`config.mk`:
```
export PLATFORM = sky130hd
export DESIGN_NAME = keypad_scan_hex_entry_unit_flat
export DESIGN_NICKNAME = d
export VERILOG_FILES = /design/src/rtl/core/khe_pkg.sv /design/src/rtl/core/khe_if.sv /design/src/rtl/core/keypad_scan_hex_entry_unit.sv /design/src/rtl/core/khe_in_reg.sv /design/src/rtl/core/khe_eval.sv /design/src/rtl/core/khe_out_reg.sv /design/src/flat_wrapper.sv
export SDC_FILE = /design/constraint.sdc
export NUM_CORES = 1
export LEC_CHECK = 0
export ABC_AREA = 1
export BUFFER_PORTS_ARGS = -buffer_cell sky130_fd_sc_hd__buf_4
export CAP_MARGIN = 10
export CORE_MARGIN = 3
export CORE_UTILIZATION = 50
export CTS_BUF_LIST = sky130_fd_sc_hd__clkbuf_4 sky130_fd_sc_hd__clkbuf_8 sky130_fd_sc_hd__clkbuf_16
export DETAILED_ROUTE_END_ITERATION = 6
export GPL_ROUTABILITY_DRIVEN = 0
export GPL_TIMING_DRIVEN = 0
export PLACE_DENSITY = 0.71
export SLEW_MARGIN = 10
export SYNTH_ARGS = -nofsm -noshare
export SYNTH_HDL_FRONTEND = slang
export SYNTH_SLANG_ARGS = --single-unit
```
`constraint.sdc`:
```
create_clock -name clk -period 2.7 [get_ports clk]
set_input_delay 0.405 -clock clk [delete_from_list [all_inputs] [get_ports clk]]
set_output_delay 0.405 -clock clk [all_outputs]
set_load 0.005 [all_outputs]
```
`src/rtl/core/khe_pkg.sv`:
```
// ----------------------------------------------------------------------------
// khe_pkg
// Types, constants and the hex character function shared by the keypad
// scan and hex entry block.
// ----------------------------------------------------------------------------
package khe_pkg;

	localparam int RowW   = 4;
	localparam int ColW   = 2;
	localparam int KeyW   = RowW + ColW - 2;
	localparam int LastW  = 5;
	localparam int LimitW = 6;
	localparam int CharW  = 7;

	localparam logic [LastW-1:0]  NoKey      = 5'd31;
	localparam logic [LimitW-1:0] LimitReset = 6'd16;
	localparam logic [ColW-1:0]   LastCol    = 2'd3;
	localparam logic [CharW-1:0]  CharZero   = 7'h30;
	localparam logic [CharW-1:0]  CharA      = 7'h41;
	localparam logic [KeyW-1:0]   DecimalTop = 4'd9;

	typedef enum logic {
		CMD_SCAN  = 1'b0,
		CMD_CLEAR = 1'b1
	} cmd_t;

	typedef struct packed {
		logic            cmd;
		logic [RowW-1:0] row_sense;
	} item_t;

	typedef struct packed {
		logic [ColW-1:0]  next_column;
		logic             char_valid;
		logic [CharW-1:0] char_code;
		logic             clear_display;
	} result_t;

	// handshake state between the input register and the result register
	typedef struct packed {
		logic valid_s1;
		logic take_s1;
	} stage_ctl_t;

	function automatic logic [CharW-1:0] hex_char(input logic [KeyW-1:0] key);
		logic [CharW-1:0] k;
		k = {{(CharW-KeyW){1'b0}}, key};
		if (key > DecimalTop) begin
			return CharA + k - {{(CharW-KeyW){1'b0}}, DecimalTop} - 7'd1;
		end else begin
			return CharZero + k;
		end
	endfunction

endpackage

```
`src/rtl/core/khe_if.sv`:
```
// ----------------------------------------------------------------------------
// khe_if
// Valid/ready channels for scan ticks in and characters out.
// ----------------------------------------------------------------------------
interface khe_in_if;
	logic                     valid;
	logic                     ready;
	logic                     cmd;
	logic [khe_pkg::RowW-1:0] row_sense;

	modport source (output valid, output cmd, output row_sense, input ready);
	modport sink   (input valid, input cmd, input row_sense, output ready);
endinterface

interface khe_out_if;
	logic                      valid;
	logic                      ready;
	logic [khe_pkg::ColW-1:0]  next_column;
	logic                      char_valid;
	logic [khe_pkg::CharW-1:0] char_code;
	logic                      clear_display;

	modport source (output valid, output next_column, output char_valid,
		output char_code, output clear_display, input ready);
	modport sink   (input valid, input next_column, input char_valid,
		input char_code, input clear_display, output ready);
endinterface

```
`src/rtl/core/keypad_scan_hex_entry_unit.sv`:
```
// ----------------------------------------------------------------------------
// keypad_scan_hex_entry_unit
// Scanner for a 4x4 key matrix that turns single key presses into hex
// ASCII characters, with a line limit and a clear command.
// ----------------------------------------------------------------------------
// Takes one transaction per clock cycle while the output is not stalled, and
// returns exactly one result transaction for each, held in the input register
// and then the result register. The key decode and the state update sit
// between those two registers, and the scan state moves only when a
// transaction passes into the result register. A clear command repeats the
// current column in next_column. The user must write line_limit through
// cfg_wr_en/cfg_wr_data only while no transaction is in flight (not enforced).
module keypad_scan_hex_entry_unit (
	input  logic                       clk,
	input  logic                       arst_n,
	input  logic                       cfg_wr_en,
	input  logic [khe_pkg::LimitW-1:0] cfg_wr_data,
	khe_in_if.sink                     scan,
	khe_out_if.source                  chars
);

	khe_pkg::item_t      in_item;
	khe_pkg::item_t      item_s1;
	khe_pkg::stage_ctl_t ctl;
	khe_pkg::result_t    result;
	khe_pkg::result_t    result_s2;
	logic                up_ready;

	assign in_item.cmd       = scan.cmd;
	assign in_item.row_sense = scan.row_sense;

	khe_in_reg u_in_reg (
		.clk        (clk),
		.arst_n     (arst_n),
		.in_valid   (scan.valid),
		.in_ready   (scan.ready),
		.in_item    (in_item),
		.down_ready (up_ready),
		.ctl        (ctl),
		.item_s1    (item_s1)
	);

	khe_eval u_eval (
		.clk         (clk),
		.arst_n      (arst_n),
		.cfg_wr_en   (cfg_wr_en),
		.cfg_wr_data (cfg_wr_data),
		.ctl         (ctl),
		.item_s1     (item_s1),
		.result      (result)
	);

	khe_out_reg u_out_reg (
		.clk       (clk),
		.arst_n    (arst_n),
		.ctl       (ctl),
		.result    (result),
		.up_ready  (up_ready),
		.out_valid (chars.valid),
		.out_ready (chars.ready),
		.result_s2 (result_s2)
	);

	assign chars.next_column   = result_s2.next_column;
	assign chars.char_valid    = result_s2.char_valid;
	assign chars.char_code     = result_s2.char_code;
	assign chars.clear_display = result_s2.clear_display;

endmodule

```
`src/rtl/core/khe_in_reg.sv`:
```
// ----------------------------------------------------------------------------
// khe_in_reg
// Input register: holds one scan transaction until the evaluation stage
// passes it on to the result register.
// ----------------------------------------------------------------------------
module khe_in_reg (
	input  logic                clk,
	input  logic                arst_n,
	input  logic                in_valid,
	output logic                in_ready,
	input  khe_pkg::item_t      in_item,
	input  logic                down_ready,
	output khe_pkg::stage_ctl_t ctl,
	output khe_pkg::item_t      item_s1
);

	logic valid_s1;
	logic take_s1;

	assign take_s1  = valid_s1 && down_ready;
	assign in_ready = !valid_s1 || down_ready;

	always_ff @(posedge clk or negedge arst_n) begin
		if (!arst_n) begin
			valid_s1 <= 1'b0;
		end else if (in_ready) begin
			valid_s1 <= in_valid;
		end
	end

	always_ff @(posedge clk) begin
		if (in_valid && in_ready) begin
			item_s1 <= in_item;
		end
	end

	assign ctl.valid_s1 = valid_s1;
	assign ctl.take_s1  = take_s1;

endmodule

```
`src/rtl/core/khe_eval.sv`:
```
// ----------------------------------------------------------------------------
// khe_eval
// Scan state and key decode: finds a single pressed row, forms the key,
// applies the repeat and line limit rules and advances the column on scans.
// ----------------------------------------------------------------------------
module khe_eval (
	input  logic                        clk,
	input  logic                        arst_n,
	input  logic                        cfg_wr_en,
	input  logic [khe_pkg::LimitW-1:0]  cfg_wr_data,
	input  khe_pkg::stage_ctl_t         ctl,
	input  khe_pkg::item_t              item_s1,
	output khe_pkg::result_t            result
);

	logic [khe_pkg::LimitW-1:0] line_limit_q;
	logic [khe_pkg::ColW-1:0]   column_q;
	logic [khe_pkg::LastW-1:0]  last_key_q;
	logic                       seen_q;
	logic                       idle_q;
	logic [khe_pkg::LimitW-1:0] written_q;

	logic [khe_pkg::ColW-1:0]   column_d;
	logic [khe_pkg::LastW-1:0]  last_key_d;
	logic                       seen_d;
	logic                       idle_d;
	logic [khe_pkg::LimitW-1:0] written_d;

	logic [khe_pkg::RowW-1:0]   pressed;
	logic                       hit;
	logic [khe_pkg::ColW-1:0]   row_idx;
	logic [khe_pkg::KeyW-1:0]   key;
	logic                       emit;
	logic                       seen_now;

	assign pressed = ~item_s1.row_sense;

	always_comb begin
		hit     = 1'b1;
		row_idx = '0;
		case (pressed)
			4'b0001: row_idx = 2'd0;
			4'b0010: row_idx = 2'd1;
			4'b0100: row_idx = 2'd2;
			4'b1000: row_idx = 2'd3;
			default: hit = 1'b0;
		endcase
	end

	assign key  = {row_idx, column_q};
	assign emit = (item_s1.cmd == khe_pkg::CMD_SCAN) && hit && (written_q < line_limit_q)
		&& (({1'b0, key} != last_key_q) || idle_q);
	assign seen_now = seen_q || hit;

	always_comb begin
		column_d   = column_q;
		last_key_d = last_key_q;
		seen_d     = seen_q;
		idle_d     = idle_q;
		written_d  = written_q;
		if (item_s1.cmd == khe_pkg::CMD_CLEAR) begin
			written_d = '0;
		end else begin
			if (hit) begin
				last_key_d = {1'b0, key};
			end
			if (emit) begin
				written_d = written_q + 6'd1;
			end
			if (column_q == khe_pkg::LastCol) begin
				idle_d   = !seen_now;
				seen_d   = 1'b0;
				column_d = '0;
			end else begin
				seen_d   = seen_now;
				column_d = column_q + 2'd1;
			end
		end
	end

	always_comb begin
		result.next_column   = column_d;
		result.char_valid    = emit;
		result.char_code     = emit ? khe_pkg::hex_char(key) : '0;
		result.clear_display = (item_s1.cmd == khe_pkg::CMD_CLEAR);
	end

	always_ff @(posedge clk or negedge arst_n) begin
		if (!arst_n) begin
			line_limit_q <= khe_pkg::LimitReset;
		end else if (cfg_wr_en) begin
			line_limit_q <= cfg_wr_data;
		end
	end

	always_ff @(posedge clk or negedge arst_n) begin
		if (!arst_n) begin
			column_q   <= '0;
			last_key_q <= khe_pkg::NoKey;
			seen_q     <= 1'b0;
			idle_q     <= 1'b1;
			written_q  <= '0;
		end else if (ctl.take_s1) begin
			column_q   <= column_d;
			last_key_q <= last_key_d;
			seen_q     <= seen_d;
			idle_q     <= idle_d;
			written_q  <= written_d;
		end
	end

endmodule

```
`src/rtl/core/khe_out_reg.sv`:
```
// ----------------------------------------------------------------------------
// khe_out_reg
// Result register: holds one character transaction until the sink takes it.
// ----------------------------------------------------------------------------
module khe_out_reg (
	input  logic                clk,
	input  logic                arst_n,
	input  khe_pkg::stage_ctl_t ctl,
	input  khe_pkg::result_t    result,
	output logic                up_ready,
	output logic                out_valid,
	input  logic                out_ready,
	output khe_pkg::result_t    result_s2
);

	logic valid_s2;

	assign up_ready  = !valid_s2 || out_ready;
	assign out_valid = valid_s2;

	always_ff @(posedge clk or negedge arst_n) begin
		if (!arst_n) begin
			valid_s2 <= 1'b0;
		end else if (up_ready) begin
			valid_s2 <= ctl.valid_s1;
		end
	end

	always_ff @(posedge clk) begin
		if (ctl.take_s1) begin
			result_s2 <= result;
		end
	end

endmodule
```
`src/flat_wrapper.sv`:
```
// flat-port wrapper written by rule: the top's interface ports become plain ports
module keypad_scan_hex_entry_unit_flat 
  (clk, arst_n, cfg_wr_en, cfg_wr_data, scan_valid, scan_cmd, scan_row_sense, scan_ready, chars_valid, chars_next_column, chars_char_valid, chars_char_code, chars_clear_display, chars_ready);
  khe_in_if scan_i ();
  khe_out_if chars_i ();
  input  logic clk;
  input  logic arst_n;
  input  logic cfg_wr_en;
  input  logic [khe_pkg::LimitW-1:0] cfg_wr_data;
  input wire logic [$bits(scan_i.valid)-1:0] scan_valid;
  input wire logic [$bits(scan_i.cmd)-1:0] scan_cmd;
  input wire logic [$bits(scan_i.row_sense)-1:0] scan_row_sense;
  output wire logic [$bits(scan_i.ready)-1:0] scan_ready;
  output wire logic [$bits(chars_i.valid)-1:0] chars_valid;
  output wire logic [$bits(chars_i.next_column)-1:0] chars_next_column;
  output wire logic [$bits(chars_i.char_valid)-1:0] chars_char_valid;
  output wire logic [$bits(chars_i.char_code)-1:0] chars_char_code;
  output wire logic [$bits(chars_i.clear_display)-1:0] chars_clear_display;
  input wire logic [$bits(chars_i.ready)-1:0] chars_ready;
  assign scan_i.valid = scan_valid;
  assign scan_i.cmd = scan_cmd;
  assign scan_i.row_sense = scan_row_sense;
  assign scan_ready = scan_i.ready;
  assign chars_valid = chars_i.valid;
  assign chars_next_column = chars_i.next_column;
  assign chars_char_valid = chars_i.char_valid;
  assign chars_char_code = chars_i.char_code;
  assign chars_clear_display = chars_i.clear_display;
  assign chars_i.ready = chars_ready;
  keypad_scan_hex_entry_unit u_core (.clk(clk), .arst_n(arst_n), .cfg_wr_en(cfg_wr_en), .cfg_wr_data(cfg_wr_data), .scan(scan_i), .chars(chars_i));
endmodule
```
### Word-level counts from Yosys, hierarchy flattened

Cells that the tools add are included.

| word-level totals | value |
|---|---|
| output and inout bits | 13 |
| flip-flop bits (word level) | 39 |

| cells by class | value |
|---|---|
| order comparisons | 2 |
| $add $sub $neg | 6 |
| equal/unequal tests | 6 |
| multiplexer cells | 8 |
| bitwise gates (word level) | 2 |
| reduce and logical (&&, ||, !) cells | 18 |

Operators with widths:

| cell | number |
|---|---|
| $mux 6 | 2 |
| $add 6x4->7 const A | 1 |
| $add 7x4->7 const A | 1 |
| $mux 7 | 1 |
| $sub 7x1->7 const B | 1 |
| $sub 7x4->7 const B | 1 |
| $add 6x1->6 const B | 1 |
| $lt 6x6->1 | 1 |
| $pmux 2 s3 | 1 |
| $reduce_and 3->1 | 2 |
| $logic_and 1x1->1 | 5 |
| $ne 4x5->1 | 1 |
| $eq 4x1->1 const B | 1 |
| $eq 4x2->1 const B | 1 |
| $eq 4x3->1 const B | 1 |
| $eq 4x4->1 const B | 1 |
| $gt 4x4->1 const B | 1 |
| $logic_or 1x1->1 | 4 |
| $mux 2 | 2 |
| $not 4->4 | 1 |
| $reduce_and 2->1 | 2 |
| $reduce_or 4->1 | 1 |
| $logic_not 1->1 | 3 |
| $add 2x1->2 const B | 1 |
| other kinds (4) | 5 |

### Logic depth before layout (Yosys ltp)

| depth | value |
|---|---|
| depth in word-level cells | 9 |
| gate-level depth with buffers | 12 |

### Cells and area by module

A second synthesis with hierarchy kept.

| second synthesis, totals | value |
|---|---|
| cell total of the unflattened synthesis | 227 |
| area total of the unflattened synthesis | 2067.0 um2 |

By module, submodules not included:

| module | seq. area each (um2) | instances | cells an instance | area each (um2) |
|---|---|---|---|---|
| khe_eval | 534.3 | 1 | 196 | 1473.9 |
| khe_out_reg | 355.3 | 1 | 16 | 375.4 |
| khe_in_reg | 175.2 | 1 | 15 | 217.7 |

### Least setup slack after synthesis

Ideal clock, no wire load.

| path | value |
|---|---|
| path type | reg-to-reg |
| from | register u_core.u_eval.line_limit_q[4] (netlist name) |
| to | register, netlist name u_core.u_out_reg.result_s2[1] |
| library setup time | 0.253 ns |
| stages on the path, launching flop included | 12 |
| required time | 2.447 ns |
| path slack | 1.033 ns |
| arrival | 1.415 ns |
| cells stage by stage | dfstp_2 -> inv_1 -> ha_1 -> nand2_1 -> nor2_1 -> nand2_1 -> nand3_1 -> nor2_4 -> nand2_4 -> nor2_4 -> nand2_1 -> nand2_1 |

| on the way | value |
|---|---|
| longest elaborated chain between the ends | 3 |

Ends and longest elaborated chain:

| what | line | text |
|---|---|---|
| start, declared | khe_eval.sv:16 | `logic [khe_pkg::LimitW-1:0] line_limit_q;` |
| start signal, assigned | khe_eval.sv:90 | `line_limit_q <= khe_pkg::LimitReset;` |
| start signal, assigned | khe_eval.sv:92 | `line_limit_q <= cfg_wr_data;` |
| $lt 6x6->1 | khe_eval.sv:51 | `assign emit = (item_s1.cmd == khe_pkg::CMD_SCAN) && hit && (written_q < line_limit_q)` |
| $logic_and 1x1->1 | khe_eval.sv:51 |  |
| $logic_and 1x1->1 | khe_eval.sv:52 | `&& (({1'b0, key} != last_key_q) \|\| idle_q);` |

Every way passes these cells.
A chain may end at the register's enable or synchronous reset.

### Worst setup path in the final report

| path | value |
|---|---|
| from | register u_core.u_eval.line_limit_q[4] (netlist name) |
| to | register, netlist name u_core.u_out_reg.result_s2[2] |

| on the way | value |
|---|---|
| longest elaborated chain between the ends | 3 |

Ends and longest elaborated chain:

| what | line |
|---|---|
| $lt 6x6->1 | khe_eval.sv:51 |
| $logic_and 1x1->1 | khe_eval.sv:51 |
| $logic_and 1x1->1 | khe_eval.sv:52 |

Every way passes these cells.

==> qor.txt <==
status - finished clean
initial antenna violation count - 0
DP HPWL - 2.52 mm
root buf cell - clkbuf_8
crit path kind - reg2reg
CTS tree - yes
Vias/cell - 4.88
1st-pass router iterations - 4
critical path's top delay family - simple AND/OR/NAND/NOR gates
vias in the first global route - 1336
unique cell type count in the Yosys netlist - 25
Power Density - 699 nW/um2
yosys warns - 0
area of the core - 3770 um2
die span in y - 69.5 um
Area growth syn-to-layout - 18.1%
period utilization - 0.666
CP Cell Sequence - inv_1, ha_1, nand2_1, nor2_1, nand2_1, nand3_1, nor2_4, nand2_4, nor2_4, nand2_1, nand2_1
startpoint types - register
post-synthesis sequential area ratio - 0.528
most frequent cells in the layout - 60 x nand2_1, 31 x inv_1, 28 x buf_4, 19 x nor2_1, 17 x o21ai_0
cell mode on critical path - nand2_1
Port Buffer Count - 28
critical path capture point type - register
WP data arrival - 1.85 ns
pin count of the biggest net entering global routing - 24
max-cap check violation count - 0
Slowest-stage cell, CP - dfstp_2
Overall Global Routing Usage - 0.158
Setup-failing EPs final - 0
fill cell count - 342
H-tree Lvls - 2
max_slew headroom - 0.738
clk sinks - 39
worst-case clock buffer depth - 2
routed len/inst - 10.9 um
RSZ-0062 raised after global routing - no
Die ar. - 4830 um2
Hold/Removal Path Class - in2reg
DR iter-0 viols - 135
antenna cells - 0
setup tns final - 0 ns
Critical Path RT - 2.75 ns
Syn Inst Count - 227
row count - 22
synthesized cell area - 2020 um2
final wirelength - 3.39 mm
NumNets Final - 288
Starting Density - 0.535
commonest non-fill, non-tap cell in the layout - nand2_1
final core utilization - 0.632
Post-Syn Nets - 252
dpl cells - 303
Pins Over Slew Limit - 0
Synth Area per Inst - 8.89 um2
CP bufs+invs - 1
num ports - 29
Die W - 69.5 um
Critical Path Fanout Max - 5
Post-DRT Antenna Nets - 0
Num CTS Buffers - 5
Peak VDD IR - 0.000483 V
post-CTS resize count - 0
final hold violation count - 0
Max Freq - 556 MHz
Reg clk slew, reported paths - 0.07 ns
Min Hold Slack - 0.294 ns
Via Count - 1521
synthesized flop and latch total - 39
CP peak stage delay - 0.51 ns
share of cells above drive strength 1 - 0.246
residual DRC count - 0
first-pass GRT wire length - 6.02 mm
Layout Cells excl Fill - 312
Worst-Skew Late Latency - 0.29 ns
Clock Skews - 0.0120 ns
global route total overflow - 0
Tightest Pin Transition - 0.392 ns
post-route minimum period - 1.80 ns
Leak - 1.21 nW
## metrics by stage
stage                     instance area, um2  total power [mW]  setup slack (ns)
after global placement                  2290              1.29             0.935
after CTS                               2380              1.69             0.888
after floorplan                         2020              1.15              1.03
final                                   2380              1.67             0.901
after detailed placement                2290              1.30             0.906
after global routing                    2380              1.80             0.782
## state kept, by name, indices dropped and copies added, names as in the netlist
signal,flops
u_core.u_in_reg.item_s1,5
u_core.u_eval.column_q,2
u_core.u_in_reg.valid_s1,1
u_core.u_eval.last_key_q,5
u_core.u_eval.seen_q,1
u_core.u_out_reg.result_s2,11
u_core.u_eval.idle_q,1
u_core.u_eval.written_q,6
u_core.u_out_reg.out_valid,1
u_core.u_eval.line_limit_q,6
## logic make-up after synthesis
family	Yosys count	synth area share
and+or+nand+nor	118	0.283
DFF	39	0.528
buffers and inverters	38	0.0713
AOI/OAI and AO/OA	20	0.0496
adders and majority gates	9	0.0558
xor gates and xnor gates	3	0.0130
## cells in the mapped netlist, drive strengths merged
master   n  share of area
nand2   66           0.14
inv     36          0.067
nor2    25          0.061
nand3   18          0.053
o21ai   17          0.042
dfrtp   16           0.20
edfxtp  16           0.24
ha       9          0.056
dfstp    7          0.091
nand4    5          0.019
a21oi    3         0.0074
xor2     3          0.013
nor3     2         0.0050
buf      1         0.0025
clkbuf   1         0.0019
nor3b    1         0.0062
or2      1         0.0031
## worst paths after layout
check	slack, ns	end	cells past startpoint	startpoint
max in group asynchronous	1.86	u_core.u_eval.last_key_q[4]	2	arst_n
min	0.29	u_core.u_in_reg.item_s1[3]	1	scan_row_sense[3]
min reg2reg	0.44	u_core.u_eval.last_key_q[4]	2	u_core.u_eval.last_key_q[4]
max reg2reg	0.90	u_core.u_out_reg.result_s2[2]	11	u_core.u_eval.line_limit_q[4]
min in group asynchronous	0.54	u_core.u_eval.column_q[1]	2	arst_n
max	0.90	u_core.u_out_reg.result_s2[2]	11	u_core.u_eval.line_limit_q[4]
## what timing repair did
action | in CTS | in global routing
setup buffers | 0 | 0
hold buffers | 1 | 0
hold endpoints to repair | 15 | 0
## per-layer routing
layer | vias to the layer above | routed length (um) | track usage
met2 | 32 | 1550 | 0.240
met5 | - | 0 | 0
met3 | 6 | 183 | 0.0565
met1 | 690 | 1610 | 0.211
li1 | 793 | - | -
met4 | 0 | 44 | 0.0456
## final cells by class
class	count	area (um2)	area share
repair buffers	29	220	0.0924
clock buffers	6	76.3	0.0320
flip-flops and latches	39	1060	0.447
well taps	48	60.1	0.0252
plain buffers	2	8.76	0.00367
multi-input cells	150	810	0.340
inverters	36	135	0.0567
clock inverters	2	8.76	0.00367
## power breakdown
part           switching [mW]  internal, mW  total (mW)
combinational           0.264         0.179       0.443
clock                   0.189         0.187       0.377
sequential             0.0780         0.767       0.845
total                   0.531          1.13        1.67
(Power assumes the default switching activity.)
